**src/sv/ptt_pkg.sv**
```systemverilog
// Periodic timer table: shared types, codes and constants.
// Used by ptt_cell, ptt_ctrl and the periodic_timer_table_unit top level; depends on nothing.
package ptt_pkg;

  localparam int TIMER_SLOTS_DEF = 16;
  localparam int ID_BITS_DEF     = 8;
  localparam int ID_FIELD_W      = 8;   // handler_id and fired_id on the ports
  localparam int TIME_W          = 32;
  localparam int ACT_W           = 3;
  localparam int STAT_W          = 3;

  typedef enum logic [ACT_W-1:0] {
    ACT_TICK   = 3'd0,
    ACT_ADD    = 3'd1,
    ACT_REMOVE = 3'd2,
    ACT_START  = 3'd3,
    ACT_STOP   = 3'd4
  } action_e;

  typedef enum logic [STAT_W-1:0] {
    STAT_DONE  = 3'd0,
    STAT_FULL  = 3'd1,
    STAT_MISS  = 3'd2,
    STAT_FIRED = 3'd3,
    STAT_NONE  = 3'd4
  } status_e;

  typedef enum logic [1:0] {
    S_IDLE   = 2'd0,
    S_SWEEP  = 2'd1,
    S_FINISH = 2'd2
  } ctrl_state_e;

  // Request fields broadcast to every cell while its token walks the chain.
  typedef struct packed {
    logic [ACT_W-1:0]  action;
    logic [TIME_W-1:0] period;
    logic [TIME_W-1:0] now;
  } cmd_t;

endpackage

```
**src/sv/ptt_cell.sv**
```systemverilog
// One slot of the timer table: holds an entry and acts on it when the token is here.
// Depends on ptt_pkg; instantiated in a chain by periodic_timer_table_unit.
module ptt_cell #(
  parameter int ID_BITS = ptt_pkg::ID_BITS_DEF
) (
  input  logic                      clk_i,
  input  logic                      rst_ni,
  input  logic                      adv_i,      // move token, commit updates
  input  ptt_pkg::cmd_t             cmd_i,
  input  logic [ID_BITS-1:0]        cmd_id_i,
  input  logic                      tok_i,      // token from left neighbor
  input  logic                      found_i,
  input  logic                      used_r_i,   // right neighbor's entry
  input  logic [ID_BITS-1:0]        id_r_i,
  input  logic [ptt_pkg::TIME_W-1:0] period_r_i,
  input  logic [ptt_pkg::TIME_W-1:0] last_r_i,
  input  logic                      en_r_i,
  output logic                      tok_o,
  output logic                      found_o,
  output logic                      fire_o,
  output logic                      used_o,
  output logic [ID_BITS-1:0]        id_o,
  output logic [ptt_pkg::TIME_W-1:0] period_o,
  output logic [ptt_pkg::TIME_W-1:0] last_o,
  output logic                      en_o
);
  import ptt_pkg::*;

  logic              tok_q, found_q, used_q, en_q;
  logic [ID_BITS-1:0] id_q;
  logic [TIME_W-1:0] period_q, last_q, elapsed;
  logic              match, hit, shift;

  assign elapsed = cmd_i.now - last_q;
  assign match   = used_q && (id_q == cmd_id_i);

  always_comb begin
    hit = 1'b0;
    case (cmd_i.action) inside
      ACT_ADD:                         hit = tok_q && !found_q && !used_q;
      ACT_REMOVE, ACT_START, ACT_STOP: hit = tok_q && !found_q && match;
      default:                         hit = 1'b0;
    endcase
  end

  assign shift  = tok_q && (cmd_i.action == ACT_REMOVE) && (found_q || hit);
  assign fire_o = tok_q && (cmd_i.action == ACT_TICK) && used_q && en_q &&
                  (elapsed >= period_q);
  assign found_o = found_q || hit;

  always_ff @(posedge clk_i or negedge rst_ni) begin
    if (!rst_ni) begin
      tok_q   <= 1'b0;
      found_q <= 1'b0;
      used_q  <= 1'b0;
    end else if (adv_i) begin
      tok_q   <= tok_i;
      found_q <= found_i;
      if (shift) begin
        used_q <= used_r_i;
      end else if (hit && (cmd_i.action == ACT_ADD)) begin
        used_q <= 1'b1;
      end
    end
  end

  // Payload: no reset, read only where used_q is set.
  always_ff @(posedge clk_i) begin
    if (adv_i) begin
      if (shift) begin
        id_q     <= id_r_i;
        period_q <= period_r_i;
        last_q   <= last_r_i;
        en_q     <= en_r_i;
      end else if (hit && (cmd_i.action == ACT_ADD)) begin
        id_q     <= cmd_id_i;
        period_q <= cmd_i.period;
        last_q   <= cmd_i.now;
        en_q     <= 1'b1;
      end else if (hit) begin
        en_q <= (cmd_i.action == ACT_START);
      end else if (fire_o) begin
        last_q <= cmd_i.now;
      end
    end
  end

  assign tok_o    = tok_q;
  assign used_o   = used_q;
  assign id_o     = id_q;
  assign period_o = period_q;
  assign last_o   = last_q;
  assign en_o     = en_q;

endmodule

```
**src/sv/ptt_ctrl.sv**
```systemverilog
// Request intake, sweep sequencing and result register for the timer table.
// Depends on ptt_pkg; drives the token and command into the ptt_cell chain.
module ptt_ctrl #(
  parameter int TIMER_SLOTS = ptt_pkg::TIMER_SLOTS_DEF,
  parameter int ID_BITS     = ptt_pkg::ID_BITS_DEF
) (
  input  logic                          clk_i,
  input  logic                          rst_ni,
  input  logic                          s_axis_tvalid,
  output logic                          s_axis_tready,
  input  logic [71:0]                   s_axis_tdata,
  input  logic [ptt_pkg::ACT_W-1:0]     s_axis_tuser,
  output logic                          m_axis_tvalid,
  input  logic                          m_axis_tready,
  output logic [ptt_pkg::ID_FIELD_W-1:0] m_axis_tdata,
  output logic [ptt_pkg::STAT_W-1:0]    m_axis_tuser,
  output logic                          m_axis_tlast,
  output ptt_pkg::cmd_t                 cmd_o,
  output logic [ID_BITS-1:0]            cmd_id_o,
  output logic                          adv_o,
  output logic                          launch_o,
  input  logic [TIMER_SLOTS-1:0]        fire_i,
  input  logic [ID_BITS-1:0]            cell_id_i [TIMER_SLOTS],
  input  logic                          tok_last_i,
  input  logic                          found_last_i
);
  import ptt_pkg::*;

  localparam int WideW = (ID_BITS > ID_FIELD_W) ? ID_BITS : ID_FIELD_W;

  ctrl_state_e        state_q, state_d;
  cmd_t               cmd_q;
  logic [ID_BITS-1:0] cmd_id_q;
  logic               pend_valid_q, pend_valid_d;
  logic [ID_BITS-1:0] pend_id_q, pend_id_d, fire_id;
  logic               fin_found_q, fin_found_d;
  logic               out_valid_q, out_valid_d, out_last_q, out_last_d;
  logic [STAT_W-1:0]  out_stat_q, out_stat_d;
  logic [ID_BITS-1:0] out_id_q, out_id_d;
  logic [WideW-1:0]   in_id_wide, out_id_wide;
  logic               s_accept, out_load, fire_any, stall;

  assign s_accept   = s_axis_tvalid && s_axis_tready;
  assign in_id_wide = WideW'(s_axis_tdata[7:0]);
  assign out_load   = !out_valid_q || m_axis_tready;
  assign fire_any   = |fire_i;
  assign stall      = fire_any && pend_valid_q && !out_load;

  always_comb begin
    fire_id = '0;
    for (int i = 0; i < TIMER_SLOTS; i++) begin
      fire_id = fire_id | (cell_id_i[i] & {ID_BITS{fire_i[i]}});
    end
  end

  always_ff @(posedge clk_i) begin
    if (s_accept) begin
      cmd_q.action <= s_axis_tuser;
      cmd_q.period <= s_axis_tdata[39:8];
      cmd_q.now    <= s_axis_tdata[71:40];
      cmd_id_q     <= in_id_wide[ID_BITS-1:0];
    end
  end

  always_ff @(posedge clk_i or negedge rst_ni) begin
    if (!rst_ni) begin
      state_q      <= S_IDLE;
      pend_valid_q <= 1'b0;
      out_valid_q  <= 1'b0;
    end else begin
      state_q      <= state_d;
      pend_valid_q <= pend_valid_d;
      out_valid_q  <= out_valid_d;
    end
  end

  always_ff @(posedge clk_i) begin
    pend_id_q   <= pend_id_d;
    fin_found_q <= fin_found_d;
    out_stat_q  <= out_stat_d;
    out_id_q    <= out_id_d;
    out_last_q  <= out_last_d;
  end

  always_comb begin
    state_d      = state_q;
    pend_valid_d = pend_valid_q;
    pend_id_d    = pend_id_q;
    fin_found_d  = fin_found_q;
    out_valid_d  = out_valid_q && !m_axis_tready;
    out_stat_d   = out_stat_q;
    out_id_d     = out_id_q;
    out_last_d   = out_last_q;
    s_axis_tready = 1'b0;
    adv_o         = 1'b0;
    unique case (state_q)
      S_IDLE: begin
        s_axis_tready = 1'b1;
        adv_o         = 1'b1;
        pend_valid_d  = 1'b0;
        if (s_accept) begin
          state_d = S_SWEEP;
        end
      end
      S_SWEEP: begin
        adv_o = !stall;
        if (!stall) begin
          if (fire_any) begin
            // Flush the held fire as a non-final result, hold the new one.
            if (pend_valid_q) begin
              out_valid_d = 1'b1;
              out_stat_d  = STAT_FIRED;
              out_id_d    = pend_id_q;
              out_last_d  = 1'b0;
            end
            pend_valid_d = 1'b1;
            pend_id_d    = fire_id;
          end
          if (tok_last_i) begin
            fin_found_d = found_last_i;
            state_d     = S_FINISH;
          end
        end
      end
      S_FINISH: begin
        if (out_load) begin
          out_valid_d = 1'b1;
          out_last_d  = 1'b1;
          out_id_d    = '0;
          state_d     = S_IDLE;
          case (cmd_q.action) inside
            ACT_TICK: begin
              out_stat_d = pend_valid_q ? STAT_FIRED : STAT_NONE;
              out_id_d   = pend_valid_q ? pend_id_q : '0;
            end
            ACT_ADD:                         out_stat_d = fin_found_q ? STAT_DONE : STAT_FULL;
            ACT_REMOVE, ACT_START, ACT_STOP: out_stat_d = fin_found_q ? STAT_DONE : STAT_MISS;
            default:                         out_stat_d = STAT_MISS;
          endcase
        end
      end
      default: state_d = S_IDLE;
    endcase
  end

  assign out_id_wide   = WideW'(out_id_q);
  assign m_axis_tvalid = out_valid_q;
  assign m_axis_tdata  = out_id_wide[ID_FIELD_W-1:0];
  assign m_axis_tuser  = out_stat_q;
  assign m_axis_tlast  = out_last_q;
  assign cmd_o         = cmd_q;
  assign cmd_id_o      = cmd_id_q;
  assign launch_o      = s_accept;

  a_fire_in_sweep : assert property (@(posedge clk_i) disable iff (!rst_ni)
    (state_q != S_SWEEP) |-> !fire_any)
    else $error("cell fired outside a sweep");

  a_no_pend_idle : assert property (@(posedge clk_i) disable iff (!rst_ni)
    (state_q == S_IDLE) |=> ((state_q != S_IDLE) || !pend_valid_q))
    else $error("held fire left over in idle");

  a_finish_emits : assert property (@(posedge clk_i) disable iff (!rst_ni)
    ((state_q == S_FINISH) && out_load) |=> (m_axis_tvalid && m_axis_tlast))
    else $error("final result not presented");

endmodule

```
**src/sv/periodic_timer_table_unit.sv**
```systemverilog
// Top level of the periodic timer table: a chain of ptt_cell slots run by ptt_ctrl.
// Depends on ptt_pkg, ptt_cell and ptt_ctrl.
//
//  channel  dir  signals                       carries
//  s_axis   in   tvalid tready tdata tuser     request: tuser action, tdata id/period/now
//  m_axis   out  tvalid tready tdata tuser     result: tuser status, tdata fired_id,
//                tlast                         tlast marks the last result of a request
//
// With an idle output, each request is accepted, then a token walks the cell chain slot
// by slot, then the final result is posted. A new request is taken only after the final
// result is posted.
// Reset (rst_ni low, asynchronous) empties the table and clears all control state.
// A tick holds back its newest fire until the next one, so tlast can be set correctly;
// the walk stalls while that held fire cannot move into a full result register.
// Any result-side backpressure therefore stretches the walk, never drops a result.
module periodic_timer_table_unit #(
  parameter int TIMER_SLOTS = ptt_pkg::TIMER_SLOTS_DEF,
  parameter int ID_BITS     = ptt_pkg::ID_BITS_DEF
) (
  input  logic                          clk_i,
  input  logic                          rst_ni,
  input  logic                          s_axis_tvalid,
  output logic                          s_axis_tready,
  // [7:0] handler_id, [39:8] period_ms, [71:40] now_ms
  input  logic [71:0]                   s_axis_tdata,
  // [2:0] action
  input  logic [ptt_pkg::ACT_W-1:0]     s_axis_tuser,
  output logic                          m_axis_tvalid,
  input  logic                          m_axis_tready,
  // [7:0] fired_id
  output logic [ptt_pkg::ID_FIELD_W-1:0] m_axis_tdata,
  // [2:0] status
  output logic [ptt_pkg::STAT_W-1:0]    m_axis_tuser,
  // last_of_run
  output logic                          m_axis_tlast
);
  import ptt_pkg::*;

  cmd_t               cmd;
  logic [ID_BITS-1:0] cmd_id;
  logic               adv, launch;

  // Per-slot chain wiring.
  logic [TIMER_SLOTS-1:0] tok, found, fire, used, en;
  logic [ID_BITS-1:0]     id     [TIMER_SLOTS];
  logic [TIME_W-1:0]      period [TIMER_SLOTS];
  logic [TIME_W-1:0]      last   [TIMER_SLOTS];

  ptt_ctrl #(
    .TIMER_SLOTS (TIMER_SLOTS),
    .ID_BITS     (ID_BITS)
  ) u_ctrl (
    .clk_i         (clk_i),
    .rst_ni        (rst_ni),
    .s_axis_tvalid (s_axis_tvalid),
    .s_axis_tready (s_axis_tready),
    .s_axis_tdata  (s_axis_tdata),
    .s_axis_tuser  (s_axis_tuser),
    .m_axis_tvalid (m_axis_tvalid),
    .m_axis_tready (m_axis_tready),
    .m_axis_tdata  (m_axis_tdata),
    .m_axis_tuser  (m_axis_tuser),
    .m_axis_tlast  (m_axis_tlast),
    .cmd_o         (cmd),
    .cmd_id_o      (cmd_id),
    .adv_o         (adv),
    .launch_o      (launch),
    .fire_i        (fire),
    .cell_id_i     (id),
    .tok_last_i    (tok[TIMER_SLOTS-1]),
    .found_last_i  (found[TIMER_SLOTS-1])
  );

  for (genvar g = 0; g < TIMER_SLOTS; g++) begin : g_slot
    logic              tok_in, found_in, used_r, en_r;
    logic [ID_BITS-1:0] id_r;
    logic [TIME_W-1:0] period_r, last_r;

    if (g == 0) begin : g_head
      // Launch the token with nothing found yet.
      assign tok_in   = launch;
      assign found_in = 1'b0;
    end else begin : g_link
      assign tok_in   = tok[g-1];
      assign found_in = found[g-1];
    end

    if (g == TIMER_SLOTS - 1) begin : g_tail
      // A remove shifts an empty slot into the tail.
      assign used_r   = 1'b0;
      assign id_r     = '0;
      assign period_r = '0;
      assign last_r   = '0;
      assign en_r     = 1'b0;
    end else begin : g_body
      assign used_r   = used[g+1];
      assign id_r     = id[g+1];
      assign period_r = period[g+1];
      assign last_r   = last[g+1];
      assign en_r     = en[g+1];
    end

    ptt_cell #(
      .ID_BITS (ID_BITS)
    ) u_cell (
      .clk_i      (clk_i),
      .rst_ni     (rst_ni),
      .adv_i      (adv),
      .cmd_i      (cmd),
      .cmd_id_i   (cmd_id),
      .tok_i      (tok_in),
      .found_i    (found_in),
      .used_r_i   (used_r),
      .id_r_i     (id_r),
      .period_r_i (period_r),
      .last_r_i   (last_r),
      .en_r_i     (en_r),
      .tok_o      (tok[g]),
      .found_o    (found[g]),
      .fire_o     (fire[g]),
      .used_o     (used[g]),
      .id_o       (id[g]),
      .period_o   (period[g]),
      .last_o     (last[g]),
      .en_o       (en[g])
    );
  end

  a_one_token : assert property (@(posedge clk_i) disable iff (!rst_ni)
    $onehot0(tok))
    else $error("more than one token in the chain");

  a_idle_empty : assert property (@(posedge clk_i) disable iff (!rst_ni)
    s_axis_tready |-> (tok == '0))
    else $error("request taken while a token is still walking");

  a_fire_one : assert property (@(posedge clk_i) disable iff (!rst_ni)
    $onehot0(fire))
    else $error("two slots fired in one cycle");

endmodule

```
**config.mk**
```make
export PLATFORM = sky130hd
export DESIGN_NAME = periodic_timer_table_unit
export DESIGN_NICKNAME = d
export VERILOG_FILES = /design/src/sv/ptt_pkg.sv /design/src/sv/ptt_cell.sv /design/src/sv/ptt_ctrl.sv /design/src/sv/periodic_timer_table_unit.sv
export SDC_FILE = /design/constraint.sdc
export NUM_CORES = 2
export LEC_CHECK = 0
export ABC_CLOCK_PERIOD_IN_PS = 11300
export BUFFER_PORTS_ARGS = -buffer_cell sky130_fd_sc_hd__buf_2
export CAP_MARGIN = 20
export CORE_ASPECT_RATIO = 0.6
export CORE_MARGIN = 2
export CORE_UTILIZATION = 47
export CTS_CLUSTER_SIZE = 20
export DETAILED_ROUTE_END_ITERATION = 12
export SYNTH_ARGS = -nofsm -noshare
export SYNTH_HDL_FRONTEND = slang
export SYNTH_SLANG_ARGS = --single-unit
```
**constraint.sdc**
```tcl
create_clock -name clk_i -period 11.3 [get_ports clk_i]
set_input_delay 2.26 -clock clk_i [delete_from_list [all_inputs] [get_ports clk_i]]
set_output_delay 2.26 -clock clk_i [all_outputs]
set_load 0.01 [all_outputs]
```
# ---- Yosys cells after proc, flatten, opt, wreduce, memory -nomap -nowiden
# Cells that the tools add are included.
dict set report op_classes {
  magnitude_cmp 16
  n_eq_ne 44
  muxes 274
  n_bitwise 32
  n_reduce_logical 337
  add_sub_neg 16
}
# cell n
set ops {}
lappend ops {{$mux 32} 94}
lappend ops {{$ge 32x32->1} 16}
lappend ops {{$sub 32x32->32} 16}
lappend ops {{$mux 8} 37}
lappend ops {{$logic_and 1x1->1} 179}
lappend ops {{$and 8x8->8} 16}
lappend ops {{$eq 8x8->1} 16}
lappend ops {{$mux 1} 123}
lappend ops {{$or 8x8->8} 15}
lappend ops {{$reduce_bool 3->1} 32}
lappend ops {{$reduce_and 2->1} 32}
lappend ops {{$reduce_and 3->1} 19}
lappend ops {{$ne 3x3->1 const B} 16}
lappend ops {{$reduce_bool 2->1} 18}
lappend ops {{$logic_not 1->1} 35}
lappend ops {{$mux 3} 8}
lappend ops {{$logic_or 1x1->1} 16}
lappend ops {{$pmux 8 s2} 1}
lappend ops {{$reduce_or 16->1} 1}
lappend ops {{$mux 2} 5}
lappend ops {{$ne 2x1->1 const B} 5}
lappend ops {{$pmux 1 s2} 4}
lappend ops {{$eq 3x2->1 const B} 2}
lappend ops {{$pmux 2 s3} 1}
lappend ops {{12 further kinds} 12}
dict set report totals {
  ff_bits 1315
  inputBits 79
  output_inout_bits 14
  word_cells 842
}

# ---- Depth between registers and ports, before layout
dict set report logic_depth {
  ltp_word 21
  depth_mapped 30
}

# ---- Modules after synthesis
# Synthesis repeated with hierarchy kept, for this count alone.
dict set report hier_totals {
  cells_unflattened 9283
  hier_area_um2 99325.3
}
# mod cells_per_inst seq_area_each_um2 n_inst area_per_inst_um2
set by_module_without_submodules {}
lappend by_module_without_submodules {{ptt_cell (g_slot[10].u_cell ...)} 538 2267.2 7 5784.3}
lappend by_module_without_submodules {{ptt_cell (g_slot[7].u_cell ...)} 561 2267.2 3 5874.4}
lappend by_module_without_submodules {{ptt_cell (g_slot[5].u_cell ...)} 632 2267.2 2 6411.1}
lappend by_module_without_submodules {{ptt_cell (g_slot[4].u_cell)} 631 2267.2 1 6363.6}
lappend by_module_without_submodules {{ptt_cell (g_slot[0].u_cell)} 569 2267.2 1 5982.0}
lappend by_module_without_submodules {{ptt_cell (g_slot[12].u_cell)} 567 2267.2 1 5980.7}
lappend by_module_without_submodules {{ptt_cell (g_slot[11].u_cell)} 552 2267.2 1 5900.7}
lappend by_module_without_submodules {ptt_ctrl 250 2982.9 1 4159.0}
lappend by_module_without_submodules {periodic_timer_table_unit 1 0.0 1 3.8}

# ---- Worst setup path before layout
# Ideal clock, no wire load.
dict set report synth_timing {
  path_type {flip-flop to flip-flop}
  startpoint {register u_ctrl.cmd_q, in the netlist u_ctrl.cmd_o[0]}
  endpoint {register g_slot[15].u_cell.last_q[0] (enable)}
  period_less_slack_ns 8.954
  setup_slack_ns 2.346
  arrival_time_ns 8.484
  required_ns 10.830
  path_stages_with_launch 27
  path_cell_list {edfxtp_1 inv_1 clkbuf_1 ha_1 inv_1 fa_1 a21o_1 a21o_1 a211oi_1 o31ai_1 a221o_1 a21oi_2 o311a_1 o21ai_1 o311ai_1 o21ai_1 xor2_1 ha_1 a211oi_1 nor4bb_1 o21ai_1 a21o_1 buf_4 nor4b_4 and4b_4 a311oi_4 a211oi_1}
}
dict set report synth_via {
  elab_chain_len 9
}
# element line_no
set synth_lines {}
lappend synth_lines {{from (decl)} ptt_ctrl.sv:32} ;# cmd_t cmd_q;
lappend synth_lines {{$sub 32x32->32} ptt_cell.sv:34} ;# assign elapsed = cmd_i.now - last_q;
lappend synth_lines {{$ge 32x32->1} ptt_cell.sv:48} ;# (elapsed >= period_q);
lappend synth_lines {{$logic_and 1x1->1} ptt_cell.sv:47} ;# assign fire_o = tok_q && (cmd_i.action == ACT_TICK) && used_q && en_q &&
lappend synth_lines {{$reduce_or 16->1} ptt_ctrl.sv:46} ;# assign fire_any = |fire_i;
lappend synth_lines {{$logic_and 1x1->1 (2 in a row)} ptt_ctrl.sv:47} ;# assign stall = fire_any && pend_valid_q && !out_load;
lappend synth_lines {{$logic_not 1->1} ptt_ctrl.sv:106} ;# adv_o = !stall;
lappend synth_lines {{$pmux 1 s2} ptt_ctrl.sv:96} ;# unique case (state_q)
lappend synth_lines {{$reduce_and 3->1 (no line) *} -}
lappend synth_lines {{to (signal assigned)} ptt_cell.sv:73} ;# last_q <= last_r_i;
lappend synth_lines {{to (signal assigned)} ptt_cell.sv:78} ;# last_q <= cmd_i.now;
lappend synth_lines {{to (signal assigned)} ptt_cell.sv:83} ;# last_q <= cmd_i.now;
lappend synth_lines {{to (decl)} ptt_cell.sv:31} ;# logic [TIME_W-1:0] period_q, last_q, elapsed;
# Mark *: on every way between the ends. The rest lies on a longest branch, timed or not.
# A chain may end at the register's enable or synchronous reset.

# ---- Worst setup path in the final report
dict set report layout_timing {
  startpoint {register u_ctrl.cmd_q, in the netlist u_ctrl.cmd_o[0]}
  endpoint {register g_slot[0].u_cell.last_q[21] (enable)}
}
dict set report layout_via {
  elab_chain_len 9
}
# element line_no
set layout_lines {}
lappend layout_lines {{$sub 32x32->32} ptt_cell.sv:34}
lappend layout_lines {{$ge 32x32->1} ptt_cell.sv:48}
lappend layout_lines {{$logic_and 1x1->1} ptt_cell.sv:47}
lappend layout_lines {{$reduce_or 16->1} ptt_ctrl.sv:46}
lappend layout_lines {{$logic_and 1x1->1 (2 in a row)} ptt_ctrl.sv:47}
lappend layout_lines {{$logic_not 1->1} ptt_ctrl.sv:106}
lappend layout_lines {{$pmux 1 s2} ptt_ctrl.sv:96}
lappend layout_lines {{$reduce_and 3->1 (no line) *} -}
lappend layout_lines {{to (signal assigned)} ptt_cell.sv:73}
lappend layout_lines {{to (signal assigned)} ptt_cell.sv:78}
lappend layout_lines {{to (signal assigned)} ptt_cell.sv:83}
lappend layout_lines {{to (decl)} ptt_cell.sv:31}
# Marked as above.

==> out/qor.txt <==
initial antenna violation count = 27
top cell type's share of synthesized area = 0.4001
CP Launch Type = flop
Fmax = 105.0 MHz
Crit. End Element = flop
htree depth = 4
first-pass GRT wire length = 444900 µm
LEAKAGE = 44.52 nW
outcome = finished, final reports clean
die area = 205600 µm²
Non-Filler Instances = 12107
WL final = 300800 µm
final net count = 10452
RSZ-0062 raised after global routing = false
Avg Synthesized Cell Area = 10.25 µm²
CP delay by family, top = compound AO/OA/AOI/OAI gates
# DRC = 0
post-synthesis cell count = 9251
largest net degree at the start of global routing = 121
Hold Path Stages = 1
clk sinks = 1315
ys flop type = edfxtp_1
sequential fraction of the synthesis area = 0.4136
post-synthesis cell area = 94860 µm²
CTS root buffer = clkbuf_16
worst path bufs/invs = 4
async set-reset flop share out of synthesis = 0.03878
critical path arrival = 9.93 ns
die width = 584.0 µm
vias = 71891
placed insts = 11828
Synth area leaders = edfxtp_1, ha_1, mux2_2, inv_1, xnor2_1
Yosys warning count = 0
crit-path max FO = 32
maximum VDD drop = 0.1403 mV
min-delay worst type = reg2reg
Avg Vias per Cell = 5.938
CORE AREA = 200200 µm²
max-slew violations = 0
Final min period = 9.526 ns
GRT overflow = 0
CP max-delay cell = o21ai_1
Setup Fix Bufs, Post-CTS = 0
Setup Crit Path Kind = reg2reg
HPWL Detailed = 237900 µm
worst skew pair latency = 0.83 ns
Final Total Pwr = 20.73 mW
Global Route Usage Sum = 0.2872
Unique masters post-synth = 98
Synth Net Count = 10357
num rows = 127
setup ws final = 1.774 ns
vias in the first global route = 68972
slew of the pin with the lowest slew margin = 1.264 ns
initial core utilization = 0.4738
Final setup viols = 0
WL per Instance = 24.85 µm
Post-CTS Resized = 0
share of cells above drive strength 1 = 0.1451
CTS tree = built
final critical-path share of the clock period = 0.8430
Final Hold Fails = 0
area leader, netlist = edfxtp_1
flops & latches, synth = 1315
top cells by count, synth = edfxtp_1, inv_1, ha_1
pre-CTS setup slack = 1.840 ns
Max stage delay on crit path = 0.95 ns
Die Span Y = 352.0 µm
Port Buffers = 92
Post-synth EDFFs = 1264
P&R area growth vs syn = 9.621%
FF-to-FF path depth = 26
CTS Buf Count = 153
max-cap violations = 0
I/O pin cnt = 93
final antenna-violating net count = 0
CTS clk-pin slew, worst paths = 0.06 ns
most frequent cell after synthesis = edfxtp_1
pwr/cell area = 199.4 nW/µm²
utilization after layout = 0.5194
path length in cells of the critical path = 26
TNS Setup = 0 ns
drt pass-1 iters = 9
Slew Limit Headroom = 0.1571
first-iteration detailed-routing DRC count = 7638
clock buffer depth = 4
# hold bufs at CTS = 0
Clock Skew = 0.05185 ns
WP data required = 11.70 ns
Placer Congestion = 1.046
## registers in the layout, summed over array words and instances (netlist names)
register and cells:
g_slot.u_cell.en_o 16, u_ctrl.cmd_id_o 8, g_slot.u_cell.used_o 16, u_ctrl.m_axis_tdata 8, g_slot.u_cell.period_o 512, u_ctrl.cmd_o 67
u_ctrl.fin_found_q 1, g_slot.u_cell.found_q 15, u_ctrl.m_axis_tvalid 1, u_ctrl.state_q 2, u_ctrl.pend_valid_q 1, g_slot.u_cell.id_o 128
u_ctrl.m_axis_tuser 3, g_slot.u_cell.tok_o 16, g_slot.u_cell.last_o 512, u_ctrl.m_axis_tlast 1, u_ctrl.pend_id_q 8
## metrics by stage
step           area (µm²)  hold slack (ns)
5_1_grt            104000           0.5400
6_report           104000           0.5223
3_3_place_gp        99060           0.5110
2_1_floorplan       94860           0.4896
3_5_place_dp        99070           0.5069
4_1_cts            103800           0.5212
## final cells by class
| cell class | instances | area, µm² |
|---|---|---|
| Sequential cell | 1315 | 39230 |
| Fill cell | 17844 | 96230 |
| Clock inverter | 79 | 726.9 |
| Clock buffer | 185 | 4034 |
| Inverter | 1181 | 4433 |
| Tap cell | 2644 | 3308 |
| Antenna cell | 8 | 20.02 |
| Timing Repair Buffer | 276 | 2032 |
| Multi-Input combinational cell | 6419 | 50200 |
## power by group
group	leakage (nW)	total [mW]	internal [mW]	switching, mW
Sequential	12.0	6.70	6.21	0.488
Clock	2.33	4.96	2.83	2.13
Combinational	30.2	9.07	3.68	5.39
Total	44.5	20.7	12.7	8.01
## cells by family after synthesis
kind of cell,count (synthesis),synth area share
AO/OA/AOI/OAI,2130,0.1440
AND/OR/NAND/NOR,1930,0.1015
buffers and inverters,1517,0.06107
flip-flops,1315,0.4136
adder cells (fa/ha/maj),1027,0.1367
multiplexers,765,0.09077
XOR/XNOR,567,0.05235
## layout by cell type (no fill, tap or decap), types with 29 or more instances in the layout
cell type,instances
clkbuf_16,157
a21oi_1,479
a211o_1,30
and3_1,74
mux2_2,762
inv_1,1179
o211ai_1,40
buf_4,169
nor2_1,357
xor2_1,122
nor3_1,87
nand2b_1,93
or2_2,30
or3_1,47
xnor2_1,445
nand2_1,580
edfxtp_1,1264
nor4_1,38
a21o_1,356
a221oi_1,30
nand3_1,136
buf_2,92
o21a_1,65
o21ai_0,605
nand4_1,150
o31ai_1,40
and2_1,44
nor2b_1,162
dfrtp_1,51
a211oi_1,61
ha_1,1009
clkinv_2,29
o21bai_1,89
a31oi_1,61
## per-layer routing
layer | share of wire | up-vias | track usage
li1 | - | 33690 | -
met1 | 0.48 | 34666 | 0.4384
met2 | 0.39 | 3139 | 0.3910
met3 | 0.11 | 388 | 0.08486
met4 | 0.024 | 8 | 0.06822
met5 | 0.0015 | - | 0.006256
## worst paths after layout
path | endpoint | slack [ns] | from
max in group asynchronous | g_slot[11].u_cell.used_o | 9.15 | rst_ni
worst max-delay path | g_slot[0].u_cell.last_o[21] | 1.77 | u_ctrl.cmd_o[0]
min in group asynchronous | g_slot[6].u_cell.used_o | 1.61 | rst_ni
worst min register to register | u_ctrl.m_axis_tdata[2] | 0.52 | u_ctrl.pend_id_q[2]
worst min-delay path | u_ctrl.m_axis_tdata[2] | 0.52 | u_ctrl.pend_id_q[2]
worst max register to register | g_slot[0].u_cell.last_o[21] | 1.77 | u_ctrl.cmd_o[0]
No activity file was read; power rests on OpenSTA's default activity.
